--- src/hw/rtl/cpe_pkg.sv ---
// shared types, constants and microcode table for the chebyshev polynomial evaluator
// no dependencies; used by cpe_sequencer, cpe_datapath and the top level
package cpe_pkg;

  localparam int MAX_DEGREE = 255;
  localparam int DEGREE_W   = 8;
  localparam int DATA_W     = 32;
  localparam int CNT_W      = $clog2(MAX_DEGREE + 1);
  localparam int PC_W       = 3;
  localparam int CFG_IDX_W  = 2;

  localparam logic [DATA_W-1:0] SCALE_RESET = 32'h0100_0000;
  localparam logic [DATA_W-1:0] Q_ONE       = 32'h0100_0000;

  localparam logic [CFG_IDX_W-1:0] CFG_DEGREE = 2'd0;
  localparam logic [CFG_IDX_W-1:0] CFG_SCALE  = 2'd1;
  localparam logic [CFG_IDX_W-1:0] CFG_OFFSET = 2'd2;

  typedef logic [PC_W-1:0] pc_t;

  typedef enum logic [2:0] {
    ACT_NONE,
    ACT_LOAD_X,
    ACT_MUL,
    ACT_Y,
    ACT_REC,
    ACT_FIN
  } act_t;

  typedef enum logic {
    MSEL_SCALE_X,
    MSEL_Y_P1
  } msel_t;

  typedef enum logic [1:0] {
    WAIT_NONE,
    WAIT_IN,
    WAIT_OUT
  } wait_t;

  typedef enum logic [1:0] {
    COND_NEXT,
    COND_ALWAYS,
    COND_CNT_ZERO,
    COND_LOOP
  } cond_t;

  typedef struct packed {
    act_t  act;
    msel_t msel;
    wait_t wt;
    cond_t cond;
    pc_t   target;
  } uword_t;

  typedef struct packed {
    act_t  act;
    msel_t msel;
    logic  fire;
  } ctrl_t;

  localparam pc_t PC_WAIT  = 3'd0;
  localparam pc_t PC_LOOP  = 3'd3;
  localparam pc_t PC_FINAL = 3'd5;

  function automatic uword_t ucode(input pc_t pc);
    uword_t w;
    case (pc)
      3'd0:    w = '{ACT_LOAD_X, MSEL_SCALE_X, WAIT_IN,   COND_NEXT,     PC_WAIT};
      3'd1:    w = '{ACT_MUL,    MSEL_SCALE_X, WAIT_NONE, COND_NEXT,     PC_WAIT};
      3'd2:    w = '{ACT_Y,      MSEL_SCALE_X, WAIT_NONE, COND_CNT_ZERO, PC_FINAL};
      3'd3:    w = '{ACT_MUL,    MSEL_Y_P1,    WAIT_NONE, COND_NEXT,     PC_WAIT};
      3'd4:    w = '{ACT_REC,    MSEL_Y_P1,    WAIT_NONE, COND_LOOP,     PC_LOOP};
      3'd5:    w = '{ACT_MUL,    MSEL_Y_P1,    WAIT_NONE, COND_NEXT,     PC_WAIT};
      3'd6:    w = '{ACT_FIN,    MSEL_Y_P1,    WAIT_OUT,  COND_ALWAYS,   PC_WAIT};
      default: w = '{ACT_NONE,   MSEL_SCALE_X, WAIT_NONE, COND_ALWAYS,   PC_WAIT};
    endcase
    return w;
  endfunction

endpackage

--- src/hw/rtl/cpe_sequencer.sv ---
// microcode sequencer: step counter, control table lookup, loop counter and jumps
// depends on cpe_pkg
module cpe_sequencer (
  input  logic                          clk,
  input  logic                          rst,
  input  logic                          in_valid,
  input  logic                          out_busy,
  input  logic [cpe_pkg::DEGREE_W-1:0]  degree,
  output logic                          in_ready,
  output cpe_pkg::ctrl_t                ctrl
);

  cpe_pkg::pc_t    pc;
  cpe_pkg::pc_t    pc_next;
  cpe_pkg::uword_t uw;
  logic [cpe_pkg::CNT_W-1:0] cnt;
  logic [cpe_pkg::CNT_W-1:0] cnt_next;
  logic [cpe_pkg::CNT_W-1:0] n_clamped;
  logic go;
  logic jump;

  assign uw = cpe_pkg::ucode(pc);

  always_comb begin
    case (uw.wt)
      cpe_pkg::WAIT_IN:  go = in_valid;
      cpe_pkg::WAIT_OUT: go = !out_busy;
      default:           go = 1'b1;
    endcase
  end

  assign in_ready  = (uw.wt == cpe_pkg::WAIT_IN);
  assign ctrl.act  = uw.act;
  assign ctrl.msel = uw.msel;
  assign ctrl.fire = go;

  always_comb begin
    if (int'(degree) > cpe_pkg::MAX_DEGREE) begin
      n_clamped = cpe_pkg::CNT_W'(cpe_pkg::MAX_DEGREE);
    end else begin
      n_clamped = cpe_pkg::CNT_W'(degree);
    end
  end

  always_comb begin
    case (uw.cond)
      cpe_pkg::COND_ALWAYS:   jump = 1'b1;
      cpe_pkg::COND_CNT_ZERO: jump = (cnt == '0);
      cpe_pkg::COND_LOOP:     jump = (cnt != cpe_pkg::CNT_W'(1));
      default:                jump = 1'b0;
    endcase
  end

  always_comb begin
    cnt_next = cnt;
    pc_next  = pc;
    if (go) begin
      pc_next = jump ? uw.target : pc + cpe_pkg::PC_W'(1);
      if (uw.act == cpe_pkg::ACT_LOAD_X) begin
        // recurrence runs n-1 times, none for n below two
        cnt_next = (n_clamped >= cpe_pkg::CNT_W'(2)) ? n_clamped - cpe_pkg::CNT_W'(1) : '0;
      end else if (uw.act == cpe_pkg::ACT_REC) begin
        cnt_next = cnt - cpe_pkg::CNT_W'(1);
      end
    end
  end

  always_ff @(posedge clk) begin
    if (rst) begin
      pc  <= cpe_pkg::PC_WAIT;
      cnt <= '0;
    end else begin
      pc  <= pc_next;
      cnt <= cnt_next;
    end
  end

endmodule

--- src/hw/rtl/cpe_datapath.sv ---
// datapath: one registered 32x32 multiplier, rounding add/subtract with saturation,
// recurrence registers and the output register; depends on cpe_pkg
module cpe_datapath (
  input  logic                              clk,
  input  logic                              rst,
  input  cpe_pkg::ctrl_t                    ctrl,
  input  logic signed [cpe_pkg::DATA_W-1:0] sample,
  input  logic signed [cpe_pkg::DATA_W-1:0] scale,
  input  logic signed [cpe_pkg::DATA_W-1:0] offset,
  input  logic                              out_ready,
  output logic                              out_valid,
  output logic signed [cpe_pkg::DATA_W-1:0] value,
  output logic                              saturated,
  output logic                              out_busy
);

  localparam int PROD_W = 2 * cpe_pkg::DATA_W;
  localparam int RND_W  = PROD_W - 24;
  localparam int ACC_W  = RND_W + 2;

  logic signed [cpe_pkg::DATA_W-1:0] x;
  logic signed [cpe_pkg::DATA_W-1:0] y;
  logic signed [cpe_pkg::DATA_W-1:0] p1;
  logic signed [cpe_pkg::DATA_W-1:0] p2;
  logic signed [PROD_W-1:0]          prod;
  logic                              flag;

  logic signed [cpe_pkg::DATA_W-1:0] mul_a;
  logic signed [cpe_pkg::DATA_W-1:0] mul_b;
  logic signed [PROD_W-1:0]          prod_rnd;
  logic signed [RND_W-1:0]           rnd;
  logic signed [ACC_W-1:0]           acc_a;
  logic signed [ACC_W-1:0]           acc_b;
  logic signed [ACC_W-1:0]           acc;
  logic signed [cpe_pkg::DATA_W-1:0] acc_sat;
  logic                              clip;
  logic                              fin_fire;

  assign mul_a = (ctrl.msel == cpe_pkg::MSEL_SCALE_X) ? scale : y;
  assign mul_b = (ctrl.msel == cpe_pkg::MSEL_SCALE_X) ? x : p1;

  // round half up, then floor shift by 24
  assign prod_rnd = prod + PROD_W'(64'sd8388608);
  assign rnd      = prod_rnd[PROD_W-1:24];

  always_comb begin
    case (ctrl.act)
      cpe_pkg::ACT_Y: begin
        acc_a = ACC_W'(rnd);
        acc_b = ACC_W'(offset);
      end
      cpe_pkg::ACT_REC: begin
        acc_a = ACC_W'(rnd) <<< 1;
        acc_b = -ACC_W'(p2);
      end
      default: begin
        acc_a = ACC_W'(rnd);
        acc_b = -ACC_W'(p2);
      end
    endcase
  end

  assign acc = acc_a + acc_b;

  always_comb begin
    clip = (acc[ACC_W-1:cpe_pkg::DATA_W-1] != '0) && (acc[ACC_W-1:cpe_pkg::DATA_W-1] != '1);
    if (!clip) begin
      acc_sat = acc[cpe_pkg::DATA_W-1:0];
    end else if (acc[ACC_W-1]) begin
      acc_sat = {1'b1, {(cpe_pkg::DATA_W-1){1'b0}}};
    end else begin
      acc_sat = {1'b0, {(cpe_pkg::DATA_W-1){1'b1}}};
    end
  end

  assign fin_fire = ctrl.fire && (ctrl.act == cpe_pkg::ACT_FIN);
  assign out_busy = out_valid && !out_ready;

  always_ff @(posedge clk) begin
    if (ctrl.fire) begin
      case (ctrl.act)
        cpe_pkg::ACT_LOAD_X: begin
          x    <= sample;
          flag <= 1'b0;
        end
        cpe_pkg::ACT_MUL: begin
          prod <= PROD_W'(mul_a) * PROD_W'(mul_b);
        end
        cpe_pkg::ACT_Y: begin
          y    <= acc_sat;
          p1   <= '0;
          p2   <= -$signed(cpe_pkg::Q_ONE);
          flag <= flag | clip;
        end
        cpe_pkg::ACT_REC: begin
          p2   <= p1;
          p1   <= acc_sat;
          flag <= flag | clip;
        end
        cpe_pkg::ACT_FIN: begin
          value     <= acc_sat;
          saturated <= flag | clip;
        end
        default: begin
        end
      endcase
    end
  end

  always_ff @(posedge clk) begin
    if (rst) begin
      out_valid <= 1'b0;
    end else if (fin_fire) begin
      out_valid <= 1'b1;
    end else if (out_ready) begin
      out_valid <= 1'b0;
    end
  end

endmodule

--- src/hw/rtl/chebyshev_polynomial_evaluator_unit.sv ---
// the degree is clamped to MAX_DEGREE; each recurrence step goes through the shared
// multiplier and then the saturating adder; the next input beat is taken in the cycle
// after the result is written, so one item is finished before the next is accepted
// reset: synchronous, clears the sequencer and output valid; degree 0, scale 1.0, offset 0
// top level; depends on cpe_pkg, cpe_sequencer, cpe_datapath
module chebyshev_polynomial_evaluator_unit (
  input  logic                                clk,
  input  logic                                rst,
  input  logic                                in_valid,
  output logic                                in_ready,
  input  logic signed [cpe_pkg::DATA_W-1:0]   sample,
  output logic                                out_valid,
  input  logic                                out_ready,
  output logic signed [cpe_pkg::DATA_W-1:0]   value,
  output logic                                saturated,
  input  logic                                cfg_we,
  input  logic [cpe_pkg::CFG_IDX_W-1:0]       cfg_index,
  input  logic [cpe_pkg::DATA_W-1:0]          cfg_data
);

  logic [cpe_pkg::DEGREE_W-1:0]      degree;
  logic signed [cpe_pkg::DATA_W-1:0] scale;
  logic signed [cpe_pkg::DATA_W-1:0] offset;
  cpe_pkg::ctrl_t                    ctrl;
  logic                              out_busy;

  always_ff @(posedge clk) begin
    if (rst) begin
      degree <= '0;
      scale  <= cpe_pkg::SCALE_RESET;
      offset <= '0;
    end else if (cfg_we) begin
      case (cfg_index)
        cpe_pkg::CFG_DEGREE: degree <= cfg_data[cpe_pkg::DEGREE_W-1:0];
        cpe_pkg::CFG_SCALE:  scale  <= cfg_data;
        cpe_pkg::CFG_OFFSET: offset <= cfg_data;
        default: begin
        end
      endcase
    end
  end

  cpe_sequencer u_seq (
    .clk      (clk),
    .rst      (rst),
    .in_valid (in_valid),
    .out_busy (out_busy),
    .degree   (degree),
    .in_ready (in_ready),
    .ctrl     (ctrl)
  );

  cpe_datapath u_dp (
    .clk       (clk),
    .rst       (rst),
    .ctrl      (ctrl),
    .sample    (sample),
    .scale     (scale),
    .offset    (offset),
    .out_ready (out_ready),
    .out_valid (out_valid),
    .value     (value),
    .saturated (saturated),
    .out_busy  (out_busy)
  );

  a_busy_after_accept: assert property (@(posedge clk) disable iff (rst)
    in_valid && in_ready |=> !in_ready)
    else $error("input accepted twice in a row");

  a_no_overwrite: assert property (@(posedge clk) disable iff (rst)
    ctrl.fire && ctrl.act == cpe_pkg::ACT_FIN |-> !out_busy)
    else $error("result written over a pending output");

  a_fin_sets_valid: assert property (@(posedge clk) disable iff (rst)
    ctrl.fire && ctrl.act == cpe_pkg::ACT_FIN |=> out_valid && in_ready)
    else $error("final step did not post a result");

  a_reset_clears: assert property (@(posedge clk)
    rst |=> !out_valid && in_ready)
    else $error("reset left output valid or sequencer busy");

endmodule

--- config.mk ---
export PLATFORM = sky130hd
export DESIGN_NAME = chebyshev_polynomial_evaluator_unit
export DESIGN_NICKNAME = d
export VERILOG_FILES = /design/src/hw/rtl/cpe_pkg.sv /design/src/hw/rtl/cpe_sequencer.sv /design/src/hw/rtl/cpe_datapath.sv /design/src/hw/rtl/chebyshev_polynomial_evaluator_unit.sv
export SDC_FILE = /design/constraint.sdc
export NUM_CORES = 2
export LEC_CHECK = 0
export BUFFER_PORTS_ARGS = -buffer_cell sky130_fd_sc_hd__buf_4
export CORE_MARGIN = 4
export CORE_UTILIZATION = 45
export DETAILED_ROUTE_END_ITERATION = 7
export GPL_TIMING_DRIVEN = 0
export HOLD_SLACK_MARGIN = 0.1
export PLACE_DENSITY = 0.62
export SLEW_MARGIN = 10
export SYNTH_ARGS = -nofsm -noshare
export SYNTH_HDL_FRONTEND = slang
export SYNTH_SLANG_ARGS = --single-unit
--- constraint.sdc ---
create_clock -name clk -period 13.2 [get_ports clk]
set_clock_uncertainty 0.1 [all_clocks]
set_input_delay 1.32 -clock clk [delete_from_list [all_inputs] [get_ports clk]]
set_output_delay 1.32 -clock clk [all_outputs]
set_load 0.005 [all_outputs]
# Word-level counts from Yosys, hierarchy flattened
# Cells that the tools add are included.
word_totals:
  latchBits: 0
  ramBits: 0
  output_inout_bits: 35
  regBits: 310
  rom_bits: 0
  n_memories: 0
op_classes:
  div_mod_pow: 0
  n_eq_ne: 20
  multipliers: 1
  shifts: 0
  magnitude_cmp: 1
  n_addsub: 6
  bitwise_logic: 1
  n_reduce_logical: 25
  muxes: 18
op_table:
  columns: ["cell", "n"]
  rows:
  - ["$mux W32", 4]
  - ["$pmux W32 S2", 2]
  - ["$pmux W11 S6", 1]
  - ["$add A64 B25 Y64 const B", 1]
  - ["$mul A32 B32 Y64", 1]
  - ["$add A41 B42 Y42", 1]
  - ["$mux W42", 1]
  - ["$neg A32 Y42", 1]
  - ["$mux W40", 1]
  - ["$mux W8", 3]
  - ["$reduce_and A2 Y1", 10]
  - ["$sub A8 B1 Y8 const B", 2]
  - ["$eq A3 B3 Y1 const B", 5]
  - ["$eq A3 B2 Y1 const B", 4]
  - ["$ne A11 B11 Y1 const B", 1]
  - ["$reduce_bool A11 Y1", 1]
  - ["$eq A2 B2 Y1 const B", 4]
  - ["$ge A8 B2 Y1 const B", 1]
  - ["$logic_not A8 Y1", 1]
  - ["$ne A8 B1 Y1 const B", 1]
  - ["$reduce_bool A2 Y1", 4]
  - ["$eq A2 B1 Y1 const B", 3]
  - ["$eq A3 B1 Y1 const B", 2]
  - ["$pmux W1 S2", 2]
  - ["other kinds (10)", 15]

# Longest topological paths before layout
logic_depth:
  ltp_word: 10
  ltp_mapped: 38

# By module
# From an unflattened synthesis, not the netlist that was laid out.
unflattened:
  hier_cells: 5516
  area_unflattened_um2: 51704.6
modules_own_cells:
  columns: ["mod", "instances", "cells_each", "area_per_inst_um2"]
  rows:
  - ["cpe_datapath", 1, 5101, 47679.5]
  - ["chebyshev_polynomial_evaluator_unit", 1, 272, 2966.6]
  - ["cpe_sequencer", 1, 143, 1058.5]

# Worst setup path after synthesis
# No wires, ideal clock.
synth_timing:
  kind: "flip-flop to flip-flop"
  startpoint: "reg u_seq.pc[0]"
  endpoint: "reg u_dp.prod[56], data pin"
  setup_time_ps: 266
  t_arrival_ps: 9974
  t_required_ps: 12834
  path_buffers: 5
  synth_period_minus_slack_ps: 10339
  path_slack_ps: 2861
  stages_incl_launch_ff: 34
  cell_sequence: "dfxtp_1 -> inv_1 -> ha_1 -> clkbuf_1 -> or4b_1 -> o21ai_1 -> clkbuf_1 -> clkbuf_1 -> buf_1 -> mux2i_1 -> clkbuf_1 -> nor2_1 -> fa_1 -> inv_1 -> fa_1 -> inv_1 -> fa_1 -> fa_1 -> inv_1 -> fa_1 -> inv_1 -> fa_1 -> fa_1 -> fa_1 -> ha_1 -> inv_1 -> o21ai_0 -> a21o_1 -> a21o_1 -> a21oi_1 -> o21ai_0 -> nor2_1 -> o221ai_1 -> xor2_1"
synth_via:
  elab_chain_len: 5
  elab_cells_between_ends: 12
synth_lines:
  columns: ["item", "line", "text"]
  rows:
  - ["start: declaration", "cpe_sequencer.sv:13", "cpe_pkg::pc_t pc;"]
  - ["start signal: assignment", "cpe_sequencer.sv:70", "pc <= cpe_pkg::PC_WAIT;"]
  - ["start signal: assignment", "cpe_sequencer.sv:73", "pc <= pc_next;"]
  - ["$eq A3 B2 Y1 / $eq A3 B3 Y1 (equally long branches)", "cpe_pkg.sv:68", "case (pc)"]
  - ["$reduce_or A2 Y1 (no line)", null, null]
  - ["$pmux W11 S6 (*)", "cpe_pkg.sv:68", null]
  - ["$mux W32 (on tied branches)", "cpe_datapath.sv:39, cpe_datapath.sv:40", null]
  - ["$mul A32 B32 Y64 (*)", "cpe_datapath.sv:87", "prod <= PROD_W'(mul_a) * PROD_W'(mul_b);"]
  - ["end signal: assignment", "cpe_datapath.sv:87", null]
  - ["end: declaration", "cpe_datapath.sv:25", "logic signed [PROD_W-1:0] prod;"]
# Mark *: on every way between the ends. The rest lies on a longest branch, timed or not.
# A chain may end at the register's enable or synchronous reset.

# Worst setup path after layout
layout_timing:
  startpoint: "reg u_seq.pc[0]"
  endpoint: "reg u_dp.prod[63], data pin"
# Same word-level chain as after synthesis.

==> tab_implementation.tex <==
\begin{tabular}{lr}
\hline
Metric & Value \\
\hline
\multicolumn{2}{l}{\textbf{Worst setup path}} \\
\quad Critical Path Stages & 33 \\
\quad Max incr delay on CP & 960 ps \\
\quad Required time worst endpoint & 13540 ps \\
\quad Crit path max-delay cell type & sky130\_fd\_sc\_hd\_\_clkbuf\_1 \\
\quad Type of element capturing the critical path & flip-flop \\
\quad Critical path fanouts, max & 10 \\
\quad Crit path launch type & flip-flop \\
\quad Critical Setup Path Class & reg2reg \\
\quad Count of buffering cells on the critical path with inverters included & 9 \\
\quad Top cell by count, worst path & sky130\_fd\_sc\_hd\_\_fa\_1 \\
\quad Cell depth of the worst flop-to-flop path & 33 \\
\quad Dominant delay contributor by cell family on the critical path & adder cells \\
\quad Critical path arrival & $\sim$13000 ps \\
\multicolumn{2}{l}{\textbf{Place}} \\
\quad Number of input and output port buffers inserted & 104 \\
\quad Post-detail-place hpwl & 176000 um \\
\quad Gpl congestion & 1.05 \\
\quad Placement-stage worst setup slack & -1310 ps \\
\multicolumn{2}{l}{\textbf{Cells and area}} \\
\quad Fill cell count & 11035 \\
\quad Most common library cell in the layout ignoring fill and taps & sky130\_fd\_sc\_hd\_\_inv\_1 \\
\quad Nets & 7202 \\
\quad Most frequent cells in the layout & 1090 x sky130\_fd\_sc\_hd\_\_inv\_1, 1080 x sky130\_fd\_sc\_hd\_\_fa\_1, 849 x sky130\_fd\_sc\_hd\_\_nand2\_1, 621 x sky130\_fd\_sc\_hd\_\_nor2\_1, 231 x sky130\_fd\_sc\_hd\_\_ha\_1 \\
\quad Fraction of final layout cells with drive strength greater than 1 & 6.68\% \\
\quad Area added between synthesis and finish & 8.28\% \\
\quad Area of all sequential standard cells & just under 0.008 sq mm \\
\quad Area of combinational cells with multiple inputs & 0.0392 sq mm \\
\multicolumn{2}{l}{\textbf{Hold path}} \\
\quad Hold-critical path depth & 2 \\
\quad Type of the most critical hold path & reg2reg \\
\multicolumn{2}{l}{\textbf{Detailed routing}} \\
\quad Starting DRC count in detailed routing & around 4700 \\
\quad DR WL/cell & approximately 29 um \\
\quad Antenna-violating nets left & 0 \\
\quad Number of vias per cell & 5.81 \\
\quad Via total after detailed routing & 42703 \\
\quad Residual DRC & 0 \\
\quad DRT Wirelength & 211000 um \\
\quad First-pass detailed-route iteration total & 6 \\
\multicolumn{2}{l}{\textbf{Clock tree}} \\
\quad Clock tree sinks & 287 \\
\quad Clock latency of the later-clocked register in the worst-skew pair & 620 ps \\
\quad Post-CTS Setup Inserts & 0 \\
\quad Total number of H-tree levels & 1 \\
\quad Clock buffer count from CTS & 28 \\
\quad TritonCTS clock tree & yes \\
\quad Root Buffer Master & sky130\_fd\_sc\_hd\_\_clkbuf\_16 \\
\quad Buffer levels on the longest clock path & 3 \\
\quad Clock-pin transition on the worst setup and hold timing paths & 70 ps \\
\multicolumn{2}{l}{\textbf{Global routing}} \\
\quad Maximum number of pins on one net before global-route repair & 31 \\
\quad Wire length of the first global-routing pass & 304000 um \\
\quad Busiest layer in global routing & met2 \\
\quad Via count of the first global-routing pass & 43405 \\
\quad Initial antenna violation count & 8 \\
\quad GR Layer Usage met3 & 9.22\% \\
\quad Grt met2 use & 51.3\% \\
\quad Global-route usage over all layers & 35.0\% \\
\quad Overflow left after global routing & 0 \\
\quad Met1 Usage GRT & 47.5\% \\
\multicolumn{2}{l}{\textbf{Logic synthesis}} \\
\quad Dominant cell type by area after synthesis & sky130\_fd\_sc\_hd\_\_fa\_1 \\
\quad Post-synthesis instance area & 0.0518 sq mm \\
\quad Async S/R FF share, synth & 0\% \\
\quad Number of synthesized register bits & 287 \\
\quad Yosys Warn Count & 0 \\
\quad Number of enable flip-flop cells after synthesis & 203 \\
\quad Part of the Yosys area used for sequential elements & 15.0\% \\
\quad Most used DFF post-synth & sky130\_fd\_sc\_hd\_\_edfxtp\_1 \\
\quad Count of different cell masters after synthesis & 84 \\
\quad Net count after synthesis & 7046 \\
\quad Cell types occupying the most area after synthesis & sky130\_fd\_sc\_hd\_\_fa\_1 42\%, sky130\_fd\_sc\_hd\_\_edfxtp\_1 12\%, sky130\_fd\_sc\_hd\_\_inv\_1 7.9\%, sky130\_fd\_sc\_hd\_\_nand2\_1 6.2\%, sky130\_fd\_sc\_hd\_\_ha\_1 5.6\% \\
\quad Mean post-synth cell area & 9.14 sq um \\
\quad Synth Instances & 5662 \\
\quad Share of the synthesized area in the top cell type & 41.8\% \\
\multicolumn{2}{l}{\textbf{Floorplan}} \\
\quad I/O Pins & 106 \\
\quad Die area & around 0.12 sq mm \\
\quad Core ar. & between 0.1 and 0.15 sq mm \\
\quad Starting Density & 45.3\% \\
\quad Die Span Y & 347 um \\
\quad Number of standard-cell rows in the floorplan & 124 \\
\quad Die X-Extent & 347 um \\
\multicolumn{2}{l}{\textbf{STA}} \\
\quad Setup repair after global routing missed its margin & false \\
\quad Worst relative slew slack & -1.82\% \\
\quad Least-Margin Pin Slew & 1480 ps \\
\quad Number of setup violations in the final report & 0 \\
\quad Final setup slack of the worst path & 192 ps \\
\quad Shortest period the worst path allows & 13010 ps \\
\quad Max-slew violations & 1 \\
\quad Worst hold slack after final layout & 358 ps \\
\quad Maximum clock rate & 0.0769 GHz \\
\quad Final Hold Fails & 0 \\
\quad Share of the clock period used by the worst path & 98.5\% \\
\multicolumn{2}{l}{\textbf{Outcome}} \\
\quad Run status & finished with violations \\
\quad Failing checks & max-capacitance violations, max-slew violations \\
\multicolumn{2}{l}{\textbf{Job}} \\
\quad Number of max-capacitance violations reported & 1 \\
\hline
\end{tabular}
## cell families (layout without fill, tap and decap cells)
logic type	after synthesis	after routing	share of synthesized area (%)
simple gates	1807	1807	14.6
buf+inv	1356	1534	9.90
fa+ha+maj	1313	1313	47.4
compound gates	624	624	7.88
flops	287	287	15.0
mux	140	140	2.86
xor+xnor	135	135	2.32
other cells	0	3	0
## cell usage after synthesis (26+ instances only)
cell / number
sky130_fd_sc_hd__xnor2_1: 71
sky130_fd_sc_hd__o31ai_2: 28
sky130_fd_sc_hd__nand2_1: 849
sky130_fd_sc_hd__mux2_2: 64
sky130_fd_sc_hd__nor2_1: 623
sky130_fd_sc_hd__inv_1: 1091
sky130_fd_sc_hd__mux2i_1: 76
sky130_fd_sc_hd__a211oi_1: 31
sky130_fd_sc_hd__nor3_1: 64
sky130_fd_sc_hd__nand4_1: 29
sky130_fd_sc_hd__and3_1: 45
sky130_fd_sc_hd__a21oi_1: 193
sky130_fd_sc_hd__a21o_1: 47
sky130_fd_sc_hd__nand2b_1: 26
sky130_fd_sc_hd__nand3_1: 61
sky130_fd_sc_hd__buf_1: 35
sky130_fd_sc_hd__fa_1: 1082
sky130_fd_sc_hd__o21ai_0: 144
sky130_fd_sc_hd__xor2_1: 63
sky130_fd_sc_hd__clkbuf_1: 217
sky130_fd_sc_hd__edfxtp_1: 203
sky130_fd_sc_hd__dfxtp_1: 84
sky130_fd_sc_hd__ha_1: 231
## final timing paths
path	start	to	slack (ps)
worst min-delay path	offset[4]	offset[4]	360
worst max-delay path	u_seq.pc[0]	u_dp.prod[63]	190
worst min register to register	offset[4]	offset[4]	360
worst max register to register	u_seq.pc[0]	u_dp.prod[63]	190
## flip-flops by register name, summed over array words and instances (netlist names), 3 cells and up
name	flops
u_seq.cnt	8
u_dp.prod	41
offset	32
u_dp.value	32
u_seq.pc	3
scale	32
u_dp.p1	32
u_dp.p2	32
u_dp.y	32
degree	8
u_dp.x	32
## layer usage
metal,wire (um),vias up
met2,88900,2538
li1,-,17888
met1,81700,21685
met4,15400,2
met3,24500,590
met5,13,-
## worst register-to-register path: cells and delay by family, from the launching register on
kind / cells / cell delay [ps]
AND/OR/NAND/NOR: 5 / 1470
multiplexers: 1 / 770
adder cells (fa/ha/maj): 10 / 4660
AO/OA/AOI/OAI: 8 / 2800
flip-flops: 1 / 520
buffers and inverters: 9 / 2550
## layout make-up
type	count	area share, %
diodes	3	0.0134
plain buffers	257	1.90
clock buffers	36	1.40
clock inverters	16	0.257
inverters	1091	7.31
multi-input cells	4019	69.9
flip-flops and latches	287	13.9
well taps	1512	3.37
repair buffers	134	1.98
## through the flow
stage	util, %	setup TNS, ps	instances	area, sq um
2_1_floorplan	-	0	5662	51800
3_3_place_gp	47.6	-25880	7278	54400
3_5_place_dp	48.1	-24050	7308	55000
4_1_cts	49.0	0	7359	56000
5_1_grt	49.0	0	7352	56000
6_report	49.0	0	7355	56100
## timing repair
item | CTS | global route
setup endpoints to repair | 34 | 25
hold buffers | 0 | 0
hold endpoints to repair | 0 | 0
resized for setup | 38 | 42
Power is left out: the tool's default activity adds up to more than one toggle a clock period on the data nets, which glitch-free logic cannot reach.
